`src/rtl/mme_pkg.sv`:
```
`timescale 1ns / 1ps
`default_nettype none
package mme_pkg;

  localparam int MAX_DIM   = 8;
  localparam int ELEM_BITS = 16;

  // widths of the ports
  localparam int IDX_W     = 3;
  localparam int DIM_W     = 4;
  localparam int IN_ELEM_W = 16;
  localparam int VALUE_W   = 35;

  localparam int ADDR_W = $clog2(MAX_DIM * MAX_DIM);
  localparam int PROD_W = 2 * ELEM_BITS;
  localparam int ACC_W  = PROD_W + $clog2(MAX_DIM) + 1;

  typedef logic [1:0] req_t;
  localparam req_t REQ_WR_A  = 2'd0;
  localparam req_t REQ_WR_B  = 2'd1;
  localparam req_t REQ_START = 2'd2;

  typedef logic [1:0] cfg_idx_t;
  localparam cfg_idx_t CFG_ROWS_A    = 2'd0;
  localparam cfg_idx_t CFG_INNER_DIM = 2'd1;
  localparam cfg_idx_t CFG_COLS_B    = 2'd2;

  typedef logic signed [ELEM_BITS-1:0] elem_t;
  typedef logic signed [PROD_W-1:0]    prod_t;
  typedef logic signed [ACC_W-1:0]     acc_t;
  typedef logic [DIM_W-1:0]            dim_t;
  typedef logic [IDX_W-1:0]            idx_t;
  typedef logic [ADDR_W-1:0]           addr_t;

  typedef enum logic [1:0] {
    ST_IDLE,
    ST_RUN,
    ST_DRAIN
  } state_t;

  // tag that travels with each product through the mac pipeline
  typedef struct packed {
    logic valid;
    logic first;
    logic last_term;
    logic last_elem;
    idx_t row;
    idx_t col;
  } tag_t;

  function automatic dim_t clamp_dim(dim_t d);
    dim_t r;
    r = d;
    if (d > DIM_W'(MAX_DIM)) begin
      r = DIM_W'(MAX_DIM);
    end
    return r;
  endfunction

  function automatic addr_t elem_addr(idx_t row, idx_t col);
    logic [2*IDX_W:0] full;
    full = (2*IDX_W+1)'(row) * (2*IDX_W+1)'(MAX_DIM) + (2*IDX_W+1)'(col);
    return full[ADDR_W-1:0];
  endfunction

endpackage
`default_nettype wire

```
`src/rtl/mme_mac.sv`:
```
`timescale 1ns / 1ps
`default_nettype none
module mme_mac (
  input  wire                                clk,
  input  wire                                rst_n,
  input  mme_pkg::tag_t                      tag_in,
  input  mme_pkg::elem_t                     a_in,
  input  mme_pkg::elem_t                     b_in,
  input  wire                                err_req,
  output logic                               res_valid,
  output mme_pkg::idx_t                      res_row,
  output mme_pkg::idx_t                      res_col,
  output logic signed [mme_pkg::VALUE_W-1:0] res_value,
  output logic                               res_last,
  output logic                               res_error
);

  mme_pkg::tag_t  prod_tag_r;
  mme_pkg::prod_t prod_r;
  mme_pkg::acc_t  acc_r;
  mme_pkg::acc_t  acc_nxt;

  logic                               out_valid_r;
  mme_pkg::idx_t                      out_row_r;
  mme_pkg::idx_t                      out_col_r;
  logic signed [mme_pkg::VALUE_W-1:0] out_value_r;
  logic                               out_last_r;
  logic                               out_error_r;

  always_ff @(posedge clk) begin
    if (!rst_n) begin
      prod_tag_r <= '0;
    end else begin
      prod_tag_r <= tag_in;
    end
    prod_r <= a_in * b_in;
  end

  // a new dot product restarts the sum on its first term
  always_comb begin
    acc_nxt = (prod_tag_r.first ? '0 : acc_r) + mme_pkg::ACC_W'(prod_r);
  end

  always_ff @(posedge clk) begin
    if (prod_tag_r.valid) begin
      acc_r <= acc_nxt;
    end
  end

  always_ff @(posedge clk) begin
    if (!rst_n) begin
      out_valid_r <= 1'b0;
    end else begin
      out_valid_r <= err_req | (prod_tag_r.valid & prod_tag_r.last_term);
    end
    if (err_req) begin
      out_row_r   <= '0;
      out_col_r   <= '0;
      out_value_r <= '0;
      out_last_r  <= 1'b1;
      out_error_r <= 1'b1;
    end else begin
      out_row_r   <= prod_tag_r.row;
      out_col_r   <= prod_tag_r.col;
      out_value_r <= mme_pkg::VALUE_W'(acc_nxt);
      out_last_r  <= prod_tag_r.last_elem;
      out_error_r <= 1'b0;
    end
  end

  assign res_valid = out_valid_r;
  assign res_row   = out_row_r;
  assign res_col   = out_col_r;
  assign res_value = out_value_r;
  assign res_last  = out_last_r;
  assign res_error = out_error_r;

endmodule
`default_nettype wire

```
`src/rtl/matrix_multiply_engine.sv`:
```
`timescale 1ns / 1ps
`default_nettype none
// Dense C = A x B for matrices up to 8 by 8 with Q8.8 elements. A and B sit in
// two single-port-write, registered-read memories. Load items keep busy low.
// A start item holds busy high while the inner loop reads one element of A
// and one of B per cycle; its results appear in row-major order, each for
// exactly one cycle with out_valid high, and the final one carries out_last.
// The receiver cannot stall: every result must be taken in the cycle it is
// shown. A start with a zero dimension gives one result in the cycle right
// after it is taken, with out_error and out_last set. Dimension registers
// above 8 act as 8 and may be written only while busy is low.
module matrix_multiply_engine (
  input  wire                                clk,
  input  wire                                rst_n,
  input  wire                                start,
  output logic                               busy,
  input  wire  [1:0]                         in_req_type,
  input  wire  [mme_pkg::IDX_W-1:0]          in_row_index,
  input  wire  [mme_pkg::IDX_W-1:0]          in_col_index,
  input  wire  signed [mme_pkg::IN_ELEM_W-1:0] in_elem_value,
  output logic                               out_valid,
  output logic [mme_pkg::IDX_W-1:0]          out_row,
  output logic [mme_pkg::IDX_W-1:0]          out_col,
  output logic signed [mme_pkg::VALUE_W-1:0] out_value,
  output logic                               out_last,
  output logic                               out_error,
  input  wire                                cfg_we,
  input  wire  [1:0]                         cfg_index,
  input  wire  [mme_pkg::DIM_W-1:0]          cfg_data
);

  mme_pkg::state_t state_r, state_nxt;

  mme_pkg::dim_t rows_a_r, inner_dim_r, cols_b_r;
  mme_pkg::dim_t n_r, k_r, m_r;
  mme_pkg::dim_t n_cl, k_cl, m_cl;
  mme_pkg::idx_t i_r, j_r, p_r;
  mme_pkg::idx_t i_nxt, j_nxt, p_nxt;

  mme_pkg::elem_t mem_a [mme_pkg::MAX_DIM*mme_pkg::MAX_DIM];
  mme_pkg::elem_t mem_b [mme_pkg::MAX_DIM*mme_pkg::MAX_DIM];
  mme_pkg::elem_t rd_a_r, rd_b_r;
  mme_pkg::tag_t  rd_tag_r, issue_tag;

  logic accept, in_range, wr_a, wr_b, go, err_req, zero_dim;
  logic issue, last_term, last_col, last_row, done;
  mme_pkg::addr_t wr_addr, rd_addr_a, rd_addr_b;
  mme_pkg::elem_t wr_elem;

  logic                               res_valid, res_last;
  mme_pkg::idx_t                      res_row, res_col;
  logic signed [mme_pkg::VALUE_W-1:0] res_value;
  logic                               res_error;

  assign accept   = start & ~busy;
  assign in_range = ({1'b0, in_row_index} < mme_pkg::DIM_W'(mme_pkg::MAX_DIM)) &&
                    ({1'b0, in_col_index} < mme_pkg::DIM_W'(mme_pkg::MAX_DIM));
  assign wr_a     = accept && (in_req_type == mme_pkg::REQ_WR_A) && in_range;
  assign wr_b     = accept && (in_req_type == mme_pkg::REQ_WR_B) && in_range;
  assign n_cl     = mme_pkg::clamp_dim(rows_a_r);
  assign k_cl     = mme_pkg::clamp_dim(inner_dim_r);
  assign m_cl     = mme_pkg::clamp_dim(cols_b_r);
  assign zero_dim = (n_cl == '0) || (k_cl == '0) || (m_cl == '0);
  assign go       = accept && (in_req_type == mme_pkg::REQ_START) && !zero_dim;
  assign err_req  = accept && (in_req_type == mme_pkg::REQ_START) && zero_dim;
  assign wr_addr  = mme_pkg::elem_addr(in_row_index, in_col_index);
  assign wr_elem  = mme_pkg::ELEM_BITS'(in_elem_value);

  assign last_term = (mme_pkg::DIM_W'(p_r) == k_r - 1'b1);
  assign last_col  = (mme_pkg::DIM_W'(j_r) == m_r - 1'b1);
  assign last_row  = (mme_pkg::DIM_W'(i_r) == n_r - 1'b1);
  assign done      = res_valid && res_last;

  // configuration registers
  always_ff @(posedge clk) begin
    if (!rst_n) begin
      rows_a_r    <= mme_pkg::DIM_W'(8);
      inner_dim_r <= mme_pkg::DIM_W'(8);
      cols_b_r    <= mme_pkg::DIM_W'(8);
    end else if (cfg_we) begin
      unique case (cfg_index)
        mme_pkg::CFG_ROWS_A:    rows_a_r    <= cfg_data;
        mme_pkg::CFG_INNER_DIM: inner_dim_r <= cfg_data;
        mme_pkg::CFG_COLS_B:    cols_b_r    <= cfg_data;
        default: ;
      endcase
    end
  end

  // next state
  always_comb begin
    state_nxt = state_r;
    unique case (state_r)
      mme_pkg::ST_IDLE:  if (go) state_nxt = mme_pkg::ST_RUN;
      mme_pkg::ST_RUN:   if (last_term && last_col && last_row) state_nxt = mme_pkg::ST_DRAIN;
      mme_pkg::ST_DRAIN: if (done) state_nxt = mme_pkg::ST_IDLE;
      default:           state_nxt = mme_pkg::ST_IDLE;
    endcase
  end

  // state outputs
  always_comb begin
    busy  = 1'b1;
    issue = 1'b0;
    unique case (state_r)
      mme_pkg::ST_IDLE:  busy  = 1'b0;
      mme_pkg::ST_RUN:   issue = 1'b1;
      mme_pkg::ST_DRAIN: ;
      default:           busy  = 1'b0;
    endcase
  end

  // loop counters: p innermost, then column, then row
  always_comb begin
    i_nxt = i_r;
    j_nxt = j_r;
    p_nxt = p_r;
    if (go) begin
      i_nxt = '0;
      j_nxt = '0;
      p_nxt = '0;
    end else if (issue) begin
      if (last_term) begin
        p_nxt = '0;
        if (last_col) begin
          j_nxt = '0;
          i_nxt = i_r + 1'b1;
        end else begin
          j_nxt = j_r + 1'b1;
        end
      end else begin
        p_nxt = p_r + 1'b1;
      end
    end
  end

  always_ff @(posedge clk) begin
    if (!rst_n) begin
      state_r <= mme_pkg::ST_IDLE;
      i_r     <= '0;
      j_r     <= '0;
      p_r     <= '0;
    end else begin
      state_r <= state_nxt;
      i_r     <= i_nxt;
      j_r     <= j_nxt;
      p_r     <= p_nxt;
    end
    if (go) begin
      n_r <= n_cl;
      k_r <= k_cl;
      m_r <= m_cl;
    end
  end

  assign rd_addr_a = mme_pkg::elem_addr(i_r, p_r);
  assign rd_addr_b = mme_pkg::elem_addr(p_r, j_r);

  always_comb begin
    issue_tag.valid     = issue;
    issue_tag.first     = (p_r == '0);
    issue_tag.last_term = last_term;
    issue_tag.last_elem = last_col && last_row;
    issue_tag.row       = i_r;
    issue_tag.col       = j_r;
  end

  // element stores; loads and reads never overlap since loads need busy low
  always_ff @(posedge clk) begin
    if (wr_a) begin
      mem_a[wr_addr] <= wr_elem;
    end
    rd_a_r <= mem_a[rd_addr_a];
  end

  always_ff @(posedge clk) begin
    if (wr_b) begin
      mem_b[wr_addr] <= wr_elem;
    end
    rd_b_r <= mem_b[rd_addr_b];
  end

  always_ff @(posedge clk) begin
    if (!rst_n) begin
      rd_tag_r <= '0;
    end else begin
      rd_tag_r <= issue_tag;
    end
  end

  mme_mac u_mac (
    .clk       (clk),
    .rst_n     (rst_n),
    .tag_in    (rd_tag_r),
    .a_in      (rd_a_r),
    .b_in      (rd_b_r),
    .err_req   (err_req),
    .res_valid (res_valid),
    .res_row   (res_row),
    .res_col   (res_col),
    .res_value (res_value),
    .res_last  (res_last),
    .res_error (res_error)
  );

  assign out_valid = res_valid;
  assign out_row   = res_row;
  assign out_col   = res_col;
  assign out_value = res_value;
  assign out_last  = res_last;
  assign out_error = res_error;

endmodule
`default_nettype wire

```
`config.mk`:
```
export PLATFORM = sky130hd
export DESIGN_NAME = matrix_multiply_engine
export DESIGN_NICKNAME = d
export VERILOG_FILES = /design/src/rtl/mme_pkg.sv /design/src/rtl/mme_mac.sv /design/src/rtl/matrix_multiply_engine.sv
export SDC_FILE = /design/constraint.sdc
export NUM_CORES = 2
export LEC_CHECK = 0
export CORE_MARGIN = 4
export CORE_UTILIZATION = 50
export CTS_BUF_LIST = sky130_fd_sc_hd__clkbuf_16
export CTS_CLUSTER_DIAMETER = 60
export DETAILED_ROUTE_END_ITERATION = 7
export DONT_BUFFER_PORTS = 1
export GPL_TIMING_DRIVEN = 0
export PLACE_DENSITY_LB_ADDON = 0.12
export SLEW_MARGIN = 20
export SYNTH_ARGS = -nofsm -noshare
export SYNTH_HDL_FRONTEND = slang
export SYNTH_HIERARCHICAL = 1
export SYNTH_SLANG_ARGS = --single-unit
```
`constraint.sdc`:
```
create_clock -name clk -period 6.8 [get_ports clk]
set_input_delay 1.36 -clock clk [delete_from_list [all_inputs] [get_ports clk]]
set_output_delay 1.36 -clock clk [all_outputs]
set_load 0.05 [all_outputs]
```
## After elaboration in Yosys (flattened, before gate mapping)

Memory sizes are Yosys's and may differ from the RTL's. A register that Yosys moved wholly into a read port is not among the register bits.
Index checks and enable logic that the tools add are counted.

- Add/subtract/negate cells: 10
- Multiply operators: 1
- Divide/modulo/power cells: 0
- Magnitude comparators: 3
- Equality and inequality tests: 12
- Shift operators: 0
- Muxes and demuxes: 17
- Bitwise gates (word level): 5
- Reductions and logical operators: 27

Operators with widths:

| operator | number |
|---|---|
| $add A36 B36 Y36 | 1 |
| $mux W36 | 1 |
| $mul A16 B16 Y32 | 1 |
| $add A6 B3 Y6 | 3 |
| $eq A3 B4 Y1 | 3 |
| $gt A4 B4 Y1 const B | 3 |
| $logic_not A4 Y1 | 3 |
| $mux W4 | 3 |
| $sub A4 B1 Y4 const B | 3 |
| $add A3 B1 Y3 const B | 3 |
| $logic_and A1 B1 Y1 | 9 |
| $reduce_and A2 Y1 | 4 |
| $mux W1 | 7 |
| $eq A2 B1 Y1 const B | 3 |
| $eq A2 B2 Y1 const B | 3 |
| $logic_not A2 Y1 | 3 |
| $mux W2 | 3 |
| $mux W3 | 2 |
| $ne A2 B2 Y1 const B | 3 |
| $pmux W2 S3 | 1 |
| $reduce_and A3 Y1 | 2 |
| $reduce_or A2 Y1 | 2 |
| $logic_not A3 Y1 | 1 |
| $and A1 B1 Y1 | 2 |
| other kinds (4) | 6 |

- Bits in registers: 167
- Bits in latches: 0
- RAM bits: 2048
- ROM bits: 0
- Input port bits: 34
- Output and inout port bits: 45
- Logic and storage cells: 107
- Memories kept: 2

Memory list:

| name | depth | width | rd ports | clocked after memory_dff | write ports | RTL line | RTL |
|---|---|---|---|---|---|---|---|
| mem_a | 64 | 16 | 1 | 1 | 1 | matrix_multiply_engine.sv:40 | `mme_pkg::elem_t mem_a [mme_pkg::MAX_DIM*mme_pkg::MAX_DIM];` |
| mem_b | 64 | 16 | 1 | 1 | 1 | matrix_multiply_engine.sv:41 | `mme_pkg::elem_t mem_b [mme_pkg::MAX_DIM*mme_pkg::MAX_DIM];` |

## Depth between registers and ports, before layout

- Word-level depth: 9
- Mapped depth: 23
- Mapped depth without buffers: 21

## Hierarchy

The synthesis kept the hierarchy.

Modules (own cells, without submodules):

| module | instances | cells each | area an instance (µm²) | seq. area each (µm²) |
|---|---|---|---|---|
| matrix_multiply_engine | 1 | 3610 | 81288.0 | 63160.6 |
| mme_mac | 1 | 1552 | 15005.6 | 2772.7 |

## Worst setup path after synthesis

OpenSTA, ideal clock, no wires.

- Path kind: register to register
- From: reg rd_b_r[7] (read register of mem_b)
- To: reg u_mac.prod_r[30]
- Library setup time: 0.064 ns
- Data arrival time: 5.714 ns
- Data required time: 6.736 ns
- Setup slack: 1.022 ns
- Stages on the path, launching flop included: 23
- Buffers on the path: 1
- Period minus slack after synthesis: 5.778 ns
- Cell sequence: dfxtp_1 -> clkbuf_1 -> nand2_1 -> fa_1 -> inv_1 -> fa_1 -> inv_1 -> fa_1 -> inv_1 -> fa_1 -> fa_1 -> inv_1 -> fa_1 -> inv_1 -> ha_1 -> a211oi_1 -> o21ai_1 -> a221oi_2 -> a31oi_1 -> nor3_1 -> nor3_1 -> or4_1 -> nand4_1

- Word-level cells in the longest chain between the ends: 1

Ends and longest elaborated chain:

| item | RTL line | RTL |
|---|---|---|
| start, declared | matrix_multiply_engine.sv:42 | `mme_pkg::elem_t rd_a_r, rd_b_r;` |
| $mul A16 B16 Y32 | mme_mac.sv:36 | `prod_r <= a_in * b_in;` |
| end signal, assigned | mme_mac.sv:36 |  |
| end, declared | mme_mac.sv:19 | `mme_pkg::prod_t prod_r;` |

Every way passes these cells.
A chain may end at the register's enable or synchronous reset.

## Final worst setup path

- From: reg rd_a_r[4] (read register of mem_a)
- To: reg u_mac.prod_r[31]

- Word-level cells in the longest chain between the ends: 1

Ends and longest elaborated chain:

| item | RTL line |
|---|---|
| start, declared | matrix_multiply_engine.sv:42 |
| $mul A16 B16 Y32 | mme_mac.sv:36 |

Every way passes these cells.

==> metrics.txt <==
Leak=~36 nW; fin crit share=between 90% and 100%; CTS tree=yes; Worst-path clk slew=roughly 0.060 ns; Tmin final=roughly 6.7 ns; Core Region=around 190,000 µm²; root buf cell=clkbuf_16; Max-Cap Viols=0; grt ovf=0; gr usage total=between 20% and 30%; Worst IR Drop VDD=~0.00056 V; Row Count=160; post-synth cell types=84; total CTS buffers=between 200 and 250; final setup TNS=0 ns; Peak Freq=between 150 and 200 MHz; Cells after Synth=just over 5,000; GR peak layer=met2; layout cells sized above 1=between 20% and 30%; hold-fix buffers at CTS=0; CTS Sinks=~2,200; worst slew pin tran=between 1 and 1.5 ns; drt pass-1 iters=5; mean routed wirelength per cell=roughly 30 µm; Filler cells=14,400; total die area=200,000 µm²; detailed-route via count=49,300; critical-path maximum fanout=10; status=finished clean; final hold slack=~0.42 ns; First DRT Iteration DRCs=between 5,000 and 6,000; Initial Util=roughly half; Mean Syn Cell Area=around 19 µm²; flops & latches, synth=2,246; setup violators final=0; Comb pwr share=approximately a quarter; Post-synth EDFFs=around 2,100; startpoint types=flip-flop; ys async rst share=0%; most frequent cell after synthesis=edfxtp_1; I/O pins=between 70 and 80; gpl congestion=around 0.9; post-synth net total=around 5,600; fin nets=5,927; PortBufs=0; Worst-Skew Late Latency=approximately 0.86 ns; final instance area=109,000 µm²; cell area after synthesis=between 90,000 and 100,000 µm²; H-tree depth=4; drt via density=6.00; vias in the first global route=~50,000; Post-DP Area=roughly 100,000 µm²; Area growth syn-to-layout=12.7%; Cell Pwr Density=342 nW/µm²; number of warnings issued by yosys=6; first-pass GRT wire length=between 300 and 400 mm; Post-DP HPWL=166 mm; Post-CTS Setup Bufs=0; WP data required=around 7.5 ns; chip width=447 µm; Residual DRC=0; sequential share of power=between 40% and 50%; ranking of synthesized cells by area=edfxtp_1 65%, mux4_2 13%, fa_1 5.5%; Rel. slew slack=~28%; post-synthesis sequential area ratio=68.5%; CP Capture Type=flip-flop; GR Layer Usage met1=between 30 and 40%; Primary FF master, synth=edfxtp_1; Layout Skew=0.0265 ns; Cell Chain, Critical Path=buf_2, nand2_1, fa_1, inv_1, fa_1, fa_1, fa_1, fa_1, inv_1, fa_1, inv_1, ha_1, and3_1, a221o_1, a31oi_2, a21oi_1, o21ai_1, o31ai_2, o22ai_1, xnor2_2; cell internal pwr=approximately 26 mW; Worst R2R Setup Slack=~0.14 ns; maximum root-to-sink buffer count=3; fin. max-slew vios=0; Sw Ratio=a little under a third; final hold violation count=0; Synth top area share=about two thirds; synth cell count leaders=2,095 x edfxtp_1, 538 x mux4_2, 310 x inv_1; drt total wl=approximately 250 mm; Clk network pwr share=between 30% and 40%; initial antenna violation count=6; crit path kind=flip-flop to flip-flop; Critical Path Slowest Stage Cell=fa_1; Net Switching=~11 mW; Worst Hold Class=flip-flop to flip-flop; CP dominant cell by count=fa_1; Cells after DPL=about 7,800; GRT met3 Usage=around 5%; Die Height=447 µm; Crit path largest cell delay=between 0.5 and 0.6 ns; pin count of the biggest net entering global routing=129; M2 GR Usage=40.2%; non-filler instance count after layout=between 8,000 and 9,000; ANT nets after route=0; Synth area leader=edfxtp_1; WP data arrival=around 7.4 ns
==> power by group through the flow <==
stage	clock network (mW)	logic, mW	registers (mW)
detailed placement	0	8.92	16.3
CTS	12.1	9.02	16.0
global placement	0	8.83	16.3
finish	11.9	9.22	16.0
global route	12.7	10.4	16.0
floorplan	0	6.67	16.3
==> layer usage <==
metal,vias up,wire [µm]
li1,20700,-
met1,26200,103000
met2,1980,119000
met3,362,19500
met4,2,6680
met5,-,16
==> state kept, by name (all words and copies together) (netlist names), 4 cells and up <==
| register | count |
|---|---|
| mem_a | 1024 |
| mem_b | 1024 |
| u_mac/acc_r | 35 |
| u_mac/res_value | 35 |
| u_mac/prod_r | 32 |
| rd_a_r | 16 |
| rd_b_r | 16 |
| rd_tag_r | 10 |
| u_mac/prod_tag_r | 10 |
| cols_b_r | 4 |
| inner_dim_r | 4 |
| k_r | 4 |
| m_r | 4 |
| n_r | 4 |
| rows_a_r | 4 |
==> path summary, 6_finish.rpt <==
path	cells after the start	end	from
worst min-delay path	1	u_mac/res_last	u_mac/prod_tag_r[6]
worst min register to register	1	u_mac/res_last	u_mac/prod_tag_r[6]
worst max-delay path	20	u_mac/prod_r[31]	rd_a_r[4]
worst max register to register	20	u_mac/prod_r[31]	rd_a_r[4]
==> placed cells by master (no fill, tap or decap), drive strengths merged, types with 10 or more instances in the layout <==
master	instances
nor3	21
o21ai	54
and2	145
nand3	35
dfxtp	151
mux4	540
nand2	223
xor2	28
a211oi	18
clkbuf	325
xnor2	44
inv	379
nor2	237
bufinv	16
a21o	29
a31oi	18
a21oi	68
o22ai	23
a32oi	10
mux2i	177
nand2b	23
fa	263
ha	126
buf	249
nor2b	92
clkinv	99
a22oi	48
edfxtp	2095
==> repair_timing <==
action                                  in CTS  in global routing
endpoints found under the setup margin       6                  8
resized for setup                           34                 68
pin swaps                                    0                  1
==> cell type report <==
class / instances / area (µm²) / area share (%)
Inverter: 310 / 1160 / 1.07
Tap cell: 2511 / 3140 / 2.89
Sequential cell: 2246 / 66000 / 60.8
Clock buffer: 225 / 5630 / 5.19
Multi-Input combinational cell: 2372 / 28500 / 26.3
Buffer: 234 / 1210 / 1.11
Antenna cell: 8 / 20.0 / 0.0184
Timing Repair Buffer: 115 / 1470 / 1.36
Clock inverter: 189 / 1420 / 1.31
==> logic make-up after synthesis <==
logic type               after synthesis  synth area share, %
buffers and inverters                544                 2.37
AND/OR/NAND/NOR                      833                 4.22
flip-flops                          2246                 68.5
XOR/XNOR                              75                0.733
adder cells (fa/ha/maj)              389                 7.10
AO/OA/AOI/OAI                        350                 2.54
multiplexers                         725                 14.6
==> worst max-delay path: cells and delay by family, from the launching register on <==
family,cells,cell delay (ns)
compound gates,6,1.62
xor+xnor,1,0.19
fa+ha+maj,7,3.33
buf+inv,4,0.51
flops,1,0.50
simple gates,2,0.37
==> stage by stage <==
stage          total power, mW  setup WS, ns  utilization, %
2_1_floorplan             22.9          1.02               -
3_3_place_gp              25.1        -0.353            52.1
3_5_place_dp              25.2        -0.310            53.1
4_1_cts                   37.1       0.00935            56.8
5_1_grt                   39.1       -0.0223            56.9
6_report                  37.1         0.143            56.9
Note: power is estimated with default switching activity, not from simulation.
